File: src/rtl/deq_pkg.sv
`timescale 1ns / 1ps
`default_nettype none
// ----------------------------------------------------------------------------
// deq_pkg
// Types, request and status codes, and sizing constants for the deque unit.
// ----------------------------------------------------------------------------
package deq_pkg;

  localparam int DEPTH  = 16;
  localparam int ADDR_W = (DEPTH > 1) ? $clog2(DEPTH) : 1;
  localparam int CNT_W  = $clog2(DEPTH + 1);
  localparam int WORD_W = 32;
  localparam int OCC_W  = 5;

  localparam logic [2:0] REQ_PUSH_FRONT = 3'd0;
  localparam logic [2:0] REQ_PUSH_BACK  = 3'd1;
  localparam logic [2:0] REQ_POP_FRONT  = 3'd2;
  localparam logic [2:0] REQ_POP_BACK   = 3'd3;
  localparam logic [2:0] REQ_PEEK_FRONT = 3'd4;
  localparam logic [2:0] REQ_PEEK_BACK  = 3'd5;

  localparam logic [1:0] ST_OK    = 2'd0;
  localparam logic [1:0] ST_EMPTY = 2'd1;
  localparam logic [1:0] ST_FULL  = 2'd2;

  typedef struct packed {
    logic [2:0]               req_type;
    logic signed [WORD_W-1:0] push_value;
  } req_t;

  typedef struct packed {
    logic signed [WORD_W-1:0] read_value;
    logic [1:0]               status;
    logic [OCC_W-1:0]         occupancy;
  } rsp_t;

  typedef enum logic {
    S_IDLE,
    S_BUSY
  } state_t;

  // (base + offset) modulo DEPTH, for offset <= DEPTH
  function automatic logic [ADDR_W-1:0] wrap_add(input logic [ADDR_W-1:0] base,
                                                 input logic [CNT_W-1:0]  offset);
    logic [CNT_W:0] sum;
    sum = (CNT_W+1)'(base) + (CNT_W+1)'(offset);
    if (sum >= (CNT_W+1)'(DEPTH)) begin
      sum = sum - (CNT_W+1)'(DEPTH);
    end
    return ADDR_W'(sum);
  endfunction

endpackage
`default_nettype wire

File: src/rtl/double_ended_queue_unit.sv
`timescale 1ns / 1ps
`default_nettype none
// ----------------------------------------------------------------------------
// double_ended_queue_unit
// Bounded deque of signed 32-bit words in a circular single-port RAM.
// ----------------------------------------------------------------------------
// Each request (push, pop or peek at either end) yields one response with the
// word read, a status and the occupancy after the request. In the accept
// cycle the RAM is written or read and the head and count registers are
// updated; once the response register is free, the registered RAM read data
// is loaded into the response register. The unit holds one item in flight and
// accepts no new request before that item is in the response register.
// A new item is accepted while the previous response still waits in the
// response register; that item then holds until the response is taken.
// ----------------------------------------------------------------------------
module double_ended_queue_unit (
  input  wire logic          clk,
  input  wire logic          rst,
  input  wire logic          req_valid,
  output logic               req_ready,
  input  wire deq_pkg::req_t req_data,
  output logic               rsp_valid,
  input  wire logic          rsp_ready,
  output deq_pkg::rsp_t      rsp_data
);

  deq_pkg::state_t state, state_next;

  logic [deq_pkg::ADDR_W-1:0] head, head_next;
  logic [deq_pkg::CNT_W-1:0]  count, count_next;

  logic                       pend_use_rd;
  logic [1:0]                 pend_status;
  logic [deq_pkg::OCC_W-1:0]  pend_occ;

  logic                       acc;
  logic                       load_rsp;
  logic                       use_rd;
  logic [1:0]                 status;
  logic                       ram_we;
  logic                       ram_re;
  logic [deq_pkg::ADDR_W-1:0] ram_addr;
  logic [deq_pkg::WORD_W-1:0] ram_rdata;
  logic                       is_empty;
  logic                       is_full;

  assign acc      = req_valid && req_ready;
  assign is_empty = (count == '0);
  assign is_full  = (count == deq_pkg::CNT_W'(deq_pkg::DEPTH));

  // next state
  always_comb begin
    state_next = state;
    unique case (state)
      deq_pkg::S_IDLE: begin
        if (req_valid) begin
          state_next = deq_pkg::S_BUSY;
        end
      end
      deq_pkg::S_BUSY: begin
        if (!rsp_valid || rsp_ready) begin
          state_next = deq_pkg::S_IDLE;
        end
      end
      default: state_next = deq_pkg::S_IDLE;
    endcase
  end

  // fsm outputs
  always_comb begin
    req_ready = 1'b0;
    load_rsp  = 1'b0;
    unique case (state)
      deq_pkg::S_IDLE: req_ready = 1'b1;
      deq_pkg::S_BUSY: load_rsp  = !rsp_valid || rsp_ready;
      default: ;
    endcase
  end

  // request decode and pointer update
  always_comb begin
    head_next  = head;
    count_next = count;
    ram_we     = 1'b0;
    ram_re     = 1'b0;
    ram_addr   = head;
    use_rd     = 1'b0;
    status     = deq_pkg::ST_OK;
    if (acc) begin
      unique case (req_data.req_type) inside
        deq_pkg::REQ_PUSH_FRONT, deq_pkg::REQ_PUSH_BACK: begin
          if (is_full) begin
            status = deq_pkg::ST_FULL;
          end else begin
            ram_we     = 1'b1;
            count_next = count + 1'b1;
            if (req_data.req_type == deq_pkg::REQ_PUSH_FRONT) begin
              head_next = deq_pkg::wrap_add(head, deq_pkg::CNT_W'(deq_pkg::DEPTH - 1));
              ram_addr  = head_next;
            end else begin
              ram_addr = deq_pkg::wrap_add(head, count);
            end
          end
        end
        deq_pkg::REQ_POP_FRONT, deq_pkg::REQ_POP_BACK,
        deq_pkg::REQ_PEEK_FRONT, deq_pkg::REQ_PEEK_BACK: begin
          if (is_empty) begin
            status = deq_pkg::ST_EMPTY;
          end else begin
            ram_re = 1'b1;
            use_rd = 1'b1;
            if (req_data.req_type == deq_pkg::REQ_POP_FRONT ||
                req_data.req_type == deq_pkg::REQ_PEEK_FRONT) begin
              ram_addr = head;
            end else begin
              ram_addr = deq_pkg::wrap_add(head, count - 1'b1);
            end
            if (req_data.req_type == deq_pkg::REQ_POP_FRONT) begin
              head_next  = deq_pkg::wrap_add(head, deq_pkg::CNT_W'(1));
              count_next = count - 1'b1;
            end else if (req_data.req_type == deq_pkg::REQ_POP_BACK) begin
              count_next = count - 1'b1;
            end
          end
        end
        default: ;
      endcase
    end
  end

  deq_ram #(
    .WIDTH(deq_pkg::WORD_W),
    .DEPTH(deq_pkg::DEPTH)
  ) u_store (
    .clk  (clk),
    .we   (ram_we),
    .re   (ram_re),
    .addr (ram_addr),
    .wdata(req_data.push_value),
    .rdata(ram_rdata)
  );

  always_ff @(posedge clk) begin
    if (rst) begin
      state     <= deq_pkg::S_IDLE;
      head      <= '0;
      count     <= '0;
      rsp_valid <= 1'b0;
    end else begin
      state <= state_next;
      head  <= head_next;
      count <= count_next;
      if (load_rsp) begin
        rsp_valid <= 1'b1;
      end else if (rsp_ready) begin
        rsp_valid <= 1'b0;
      end
    end
  end

  always_ff @(posedge clk) begin
    if (acc) begin
      pend_use_rd <= use_rd;
      pend_status <= status;
      pend_occ    <= deq_pkg::OCC_W'(count_next);
    end
    if (load_rsp) begin
      rsp_data.read_value <= pend_use_rd ? ram_rdata : '0;
      rsp_data.status     <= pend_status;
      rsp_data.occupancy  <= pend_occ;
    end
  end

  a_count_range: assert property (@(posedge clk) disable iff (rst)
    count <= deq_pkg::CNT_W'(deq_pkg::DEPTH))
    else $error("occupancy beyond capacity");

  a_no_rw_clash: assert property (@(posedge clk) disable iff (rst)
    !(ram_we && ram_re))
    else $error("store read and write in one cycle");

  a_accept_busy: assert property (@(posedge clk) disable iff (rst)
    acc |=> (state == deq_pkg::S_BUSY))
    else $error("accepted item not in flight");

  a_full_drop: assert property (@(posedge clk) disable iff (rst)
    (acc && is_full && (req_data.req_type == deq_pkg::REQ_PUSH_FRONT ||
                        req_data.req_type == deq_pkg::REQ_PUSH_BACK))
    |=> (count == $past(count) && head == $past(head)))
    else $error("push on full deque changed state");

  a_rsp_load: assert property (@(posedge clk) disable iff (rst)
    load_rsp |=> rsp_valid)
    else $error("response not presented");

endmodule
`default_nettype wire

File: src/rtl/deq_ram.sv
`timescale 1ns / 1ps
`default_nettype none
// ----------------------------------------------------------------------------
// deq_ram
// Generic single-port synchronous RAM with a registered read.
// ----------------------------------------------------------------------------
module deq_ram #(
  parameter int WIDTH = 32,
  parameter int DEPTH = 16
) (
  input  wire logic                                       clk,
  input  wire logic                                       we,
  input  wire logic                                       re,
  input  wire logic [((DEPTH > 1) ? $clog2(DEPTH) : 1)-1:0] addr,
  input  wire logic [WIDTH-1:0]                           wdata,
  output logic      [WIDTH-1:0]                           rdata
);

  logic [WIDTH-1:0] mem [DEPTH];

  always_ff @(posedge clk) begin
    if (we) begin
      mem[addr] <= wdata;
    end
    if (re) begin
      rdata <= mem[addr];
    end
  end

endmodule
`default_nettype wire

File: config.mk
export PLATFORM = sky130hd
export DESIGN_NAME = double_ended_queue_unit
export DESIGN_NICKNAME = d
export VERILOG_FILES = /design/src/rtl/deq_pkg.sv /design/src/rtl/double_ended_queue_unit.sv /design/src/rtl/deq_ram.sv
export SDC_FILE = /design/constraint.sdc
export NUM_CORES = 1
export LEC_CHECK = 0
export ABC_AREA = 1
export BUFFER_PORTS_ARGS = -buffer_cell sky130_fd_sc_hd__buf_2
export CAP_MARGIN = 0
export CORE_MARGIN = 1
export CORE_UTILIZATION = 45
export DETAILED_ROUTE_END_ITERATION = 8
export GPL_ROUTABILITY_DRIVEN = 0
export GPL_TIMING_DRIVEN = 0
export SLEW_MARGIN = 15
export SYNTH_ARGS = -nofsm -noshare
export SYNTH_HDL_FRONTEND = slang
export SYNTH_SLANG_ARGS = --single-unit
export TNS_END_PERCENT = 50
File: constraint.sdc
create_clock -name clk -period 7.1 [get_ports clk]
set_input_delay 1.42 -clock clk [delete_from_list [all_inputs] [get_ports clk]]
set_output_delay 1.42 -clock clk [all_outputs]
set_load 0.01 [all_outputs]
Word level (Yosys, flattened, before mapping):

Memories as Yosys holds them, arrays and structs flattened. A register that Yosys moved wholly into a read port is not among the register bits.
Cells that the tools add are included.

* bits in read-only memories: 0
* bits in writable memories: 512
* memories: 1
* register bits: 58
* output and inout port bits: 41
* bits in latches: 0

Memories
* u_store.mem: depth 16, width 32, rd ports 1, clocked after memory_dff 1, write ports 1, RTL line deq_ram.sv:19 `logic [WIDTH-1:0] mem [DEPTH];`

* $lt $le $gt $ge: 4
* multipliers: 0
* reductions and logical operators: 11
* mux-type cells: 39
* div/mod/pow operators: 0
* shift operators: 0
* bitwise gates (word level): 1
* equal/unequal tests: 10
* add/subtract/negate cells: 10

Operators with widths (number)
* $mux W4: 13
* $mux W5: 5
* $pmux W4 S2: 2
* $sub A4 B1 Y4 const B: 4
* $mux W1: 15
* $add A4 B5 Y6: 2
* $ge A6 B5 Y1 const B: 2
* $ge A5 B5 Y1 const B: 2
* $pmux W5 S2: 1
* $ne A2 B2 Y1 const B: 4
* $eq A3 B2 Y1 const B: 2
* $eq A3 B3 Y1 const B: 2
* $reduce_and A6 Y1: 1
* $add A4 B1 Y5 const B: 1
* $add A4 B4 Y5 const B: 1
* $add A5 B1 Y5 const B: 1
* $eq A5 B5 Y1 const B: 1
* $logic_not A5 Y1: 1
* $sub A5 B1 Y5 const B: 1
* $pmux W2 S2: 1
* $reduce_bool A2 Y1: 2
* $reduce_or A4 Y1: 1
* $eq A3 B1 Y1 const B: 1
* $logic_not A3 Y1: 1
* other kinds (7): 8

Logic depth before layout (Yosys ltp):

* depth in word-level cells: 8
* gate-level depth with buffers: 20
* depth with buffers taken out: 18

Cells and area by module:

Synthesis repeated with hierarchy kept, for this count alone.

* cells, all modules: 2436
* area total of the unflattened synthesis: 25533.2 µm²

By module, submodules not included
* deq_ram: seq. area each 16335.7 µm², cells an instance 2113, area each 22534.1 µm², times used 1
* double_ended_queue_unit: seq. area each 1631.6 µm², cells an instance 323, area each 2999.1 µm², times used 1

Least setup slack after synthesis:

No wires, ideal clock.

* kind: input port to flip-flop
* start point: input port req_data[34] (netlist name)
* end point: memory u_store.mem[5][0] (enable)
* data arrival time: 4.368 ns
* stages on the path: 14
* setup slack: 2.310 ns
* data required time: 6.679 ns
* path through: inv_1 ha_1 buf_2 inv_1 a21oi_1 o21ai_0 o22ai_1 nand2_1 nand2_2 inv_1 nor2_2 buf_2 inv_2 nor2_1

* cells in the longest elaborated chain, start to end: 6
* elaborated cells between the ends (all ways): 19
* classes of those cells: eq/ne: 5; mux: 10; reduce/logical: 4

RTL lines
* start, declared: RTL line double_ended_queue_unit.sv:21 `input wire deq_pkg::req_t req_data,`
* $eq A3 B2 Y1, or another cell as far along: RTL line double_ended_queue_unit.sv:112 `if (req_data.req_type == deq_pkg::REQ_POP_FRONT ||`
* $logic_or A1 B1 Y1 / $reduce_or A2 Y1 (equally long branches): RTL line double_ended_queue_unit.sv:112, double_ended_queue_unit.sv:90
* $mux W4 / $mux W1 (equally long branches): RTL line double_ended_queue_unit.sv:112, double_ended_queue_unit.sv:90
* $mux W4 / $mux W1 (equally long branches): RTL line double_ended_queue_unit.sv:107, double_ended_queue_unit.sv:89
* $pmux W4 S2 / $mux W1 (equally long branches): RTL line double_ended_queue_unit.sv:90, deq_ram.sv:22
* $mux W4 / $mux W1 (equally long branches): RTL line double_ended_queue_unit.sv:89, deq_ram.sv:23
* end, declared: RTL line deq_ram.sv:19

Parallel ways exist; a longest one is shown, timed or not.

Worst setup path after layout:

* start point: input port req_data[34] (netlist name)
* end point: memory u_store.mem[7][23] (enable)

Same word-level chain as after synthesis.

==> results.yml <==
setup_path:
  critical_path.top_delay_family: "simple AND/OR/NAND/NOR gates"
  ff2ff_path_depth: 11
  worstPathCellList: "buf_2 -> inv_1 -> ha_1 -> buf_2 -> nand2_1 -> nor3_1 -> o21ai_1 -> nand2_1 -> buf_2 -> buf_4 -> nand4_1 -> nor2_4 -> buf_16"
  rrSetupSlack_ns: 2.56
  cp-startpoint: "req_data[34]"
  cp.required_ns: 7.42
  start_kind: "input pin"
  cp_max_fo: 17
  cp.arrival_ns: 5.15
  cpMaxStageDelayCell: "nor2_4"
  path_common_cell: "buf_2"
  path_class: "in2reg"
  timing.rr.end: "u_store.mem[7][23]"
  critPathBufInv: 6
  reg2reg_from: "count[0]"
  cp_slowest_stage_delay_ns: 0.74
  crit_path_end_kind: "flip-flop"
timing:
  setup_tns_ns: 0
  period_needed_ns: 4.836
  maxSlewViolCount: 0
  slew_headroom_pct: 46.59
  finalHoldWorstSlack_ns: 0.4196
  fin_worst_skew_ns: 0.01338
  setup_viol: 0
  hold_viol: 0
  rsz0062_at_grt: "false"
  max_freq_mhz: 206.8
  worst_pin_slew_ns: 0.7992
  period_share_pct: 68.11
synth:
  synth-simple-area-share_pct: 23.69
  yosys_most_used_dff: "edfxtp_1"
  ys_types: 38
  synthAdderAreaFrac_pct: 0.7821
  yosysWarnings: 0
  synth_nets: 2512
  async_flop_share_pct: 0
  synth_compound_area_share_pct: 0.8304
  netlist_area_um2: 25920
  synth.area.mux_share_pct: 0.03862
  synth_xor_area_share_pct: 0.3717
  synth_top_cells_by_area: "edfxtp_1 68%, nand2_1 17%, nand3_1 5.3%"
  synth_area_leader_cell: "edfxtp_1"
  synthTopCellsByCount: "1,196 x nand2_1, 591 x edfxtp_1, 272 x nand3_1, 123 x inv_1, 85 x buf_2"
  synth_edf_count: 591
  synth_most_common_cell: "nand2_1"
  ys_ff_latch: 602
  syn_area_per_cell_um2: 10.54
  netlist.area_leader.share_pct: 68.48
  seq_area_frac_synth_pct: 69.33
  postSynthCellCount: 2458
  synth_top_family_by_area: "simple AND/OR/NAND/NOR gates"
cts:
  post_cts_buffers: 0
  worstSkewPairLatency_ns: 0.63
  cts_tree: "done"
  clkTransAtPathRegs_ns: 0.06
  cts_hold_buffers: 0
  htree_levels: 2
  cts_num_sinks: 602
  clk_path_buf_depth: 3
  cts_made_buffers: 60
  root_buffer: "clkbuf_16"
  post_cts_resized: 0
power:
  p_sw_mw: 2.159
  sequentialPowerShare_pct: 48.6
  power_mw: 8.229
  switching_share_pct: 26.24
  internal-power_mw: 6.070
  power_density_nw_per_um2: 276.6
  power_frac_clock_pct: 37.6
  vdd_ir_drop_max_uv: 229.5
  power_frac_comb_pct: 13.8
  leakagePower_nw: 12.46
floorplanning:
  dieArea_um2: 58550
  start_util_pct: 45.78
  die_height_um: 242.0
  ios: 80
  rows: 87
  die_w_um: 242.0
  core_area_um2: 56600
global_route:
  grt_pass1_vias: 17264
  antenna_found_initial: 3
  grt_start_max_net_pins: 26
  overflow: 0
  grt_pass1_wl_um: 104100
  grt.total_usage_pct: 23.61
worst_hold_path:
  hold_end: "rsp_data[2]"
  hold_class: "reg2reg"
  min_from: "pend_occ[2]"
  whs_path_depth: 0
routing:
  drt_iter0_drc: 1680
  vias_per_cell: 5.168
  drt_first_pass_iters: 5
  route.detailed.drc: 0
  antenna_left: 0
  wl_per_cell_um: 19.97
  wl_um: 68380
  vias: 17694
finish:
  final_nets: 2671
  drive_gt1_share_pct: 12.93
  layoutNonFillerInstCount: 3424
  syn_to_final_growth_pct: 14.80
  antenna_cells: 0
run_status:
  status: "complete, no violations"
placement:
  dp_hpwl_um: 46630
  dpl.cell_count: 3311
  port_buffers: 79
flow_run:
  max-cap-violations: 0
[flip-flops by register name, indices dropped and copies added (netlist names)]
name,flops
u_store.rdata,32
u_store.mem,512
pend_occ,5
pend_use_rd,1
state,1
rsp_data,39
head,4
pend_status,2
count,5
rsp_valid,1
[worst max-delay path by stage]
stage,endpoint,cells past startpoint
floorplan,u_store.mem[5][0],14
global placement,u_store.mem[12][16],13
detailed placement,u_store.mem[7][13],13
CTS,u_store.mem[7][23],13
global route,u_store.mem[7][24],13
finish,u_store.mem[7][23],13
[power groups by stage]
stage | combinational (mW) | sequential, mW | clock [mW]
after floorplan | 0.698 | 4.08 | 0
after global placement | 1.10 | 4.08 | 0
after detailed placement | 1.13 | 4.07 | 0
after CTS | 1.14 | 4.00 | 3.14
after global routing | 1.26 | 4.00 | 3.27
final | 1.13 | 4.00 | 3.10
[cell type report]
| class | instances | area (um^2) |
|---|---|---|
| inverters | 135 | 506.7 |
| flip-flops and latches | 602 | 17970 |
| multi-input cells | 1590 | 6803 |
| clock inverters | 33 | 264.0 |
| well taps | 756 | 945.9 |
| fillers | 4995 | 26850 |
| plain buffers | 131 | 778.2 |
| clock buffers | 80 | 1649 |
| repair buffers | 97 | 838.3 |
[routing by layer]
| layer | wire length, um | global-route usage (%) | vias to the layer above |
|---|---|---|---|
| met5 | 0 | 0 | - |
| met3 | 4842 | 3.512 | 135 |
| met4 | 2065 | 7.725 | 0 |
| li1 | - | - | 8467 |
| met1 | 29120 | 32.14 | 8445 |
| met2 | 32350 | 38.90 | 647 |
[through the flow]
step | utilization, % | cell area, um^2 | worst slack, ns
final | 52.56 | 29750 | 2.264
after global routing | 52.56 | 29750 | 2.171
after CTS | 52.56 | 29750 | 2.319
after detailed placement | 49.18 | 27840 | 1.694
after global placement | 48.15 | 27260 | 0.08626
after floorplan | - | 25920 | 2.310
[cell families after synthesis]
logic type | after synthesis
simple gates | 1524
fa+ha+maj | 15
buf+inv | 266
compound gates | 39
flops | 602
mux | 1
xor+xnor | 11
[placed cells by master, fill, tap and decap left out, drive strengths merged, types with 2 or more instances in the layout]
master,instances
nand3,274
a21oi,16
buf,214
edfxtp,591
clkinv,26
nand4,6
bufinv,4
nor3,2
xor2,8
dfxtp,11
inv,137
ha,13
nor2,35
nand2,1203
and2,2
fa,2
clkbuf,94
xnor2,3
o21ai,16
o211ai,2
[worst reg2reg max path: stages, from the launching register on]
cell and delay, ns:
dfxtp_1 0.44, inv_1 0.17, ha_1 0.36, fa_1 0.44, nor3_1 0.25, o21ai_1 0.09
nand2_1 0.31, buf_2 0.46, buf_4 0.28, nand4_1 0.45, nor2_4 0.74, buf_16 0.25
No activity file was read; power rests on OpenSTA's default activity.
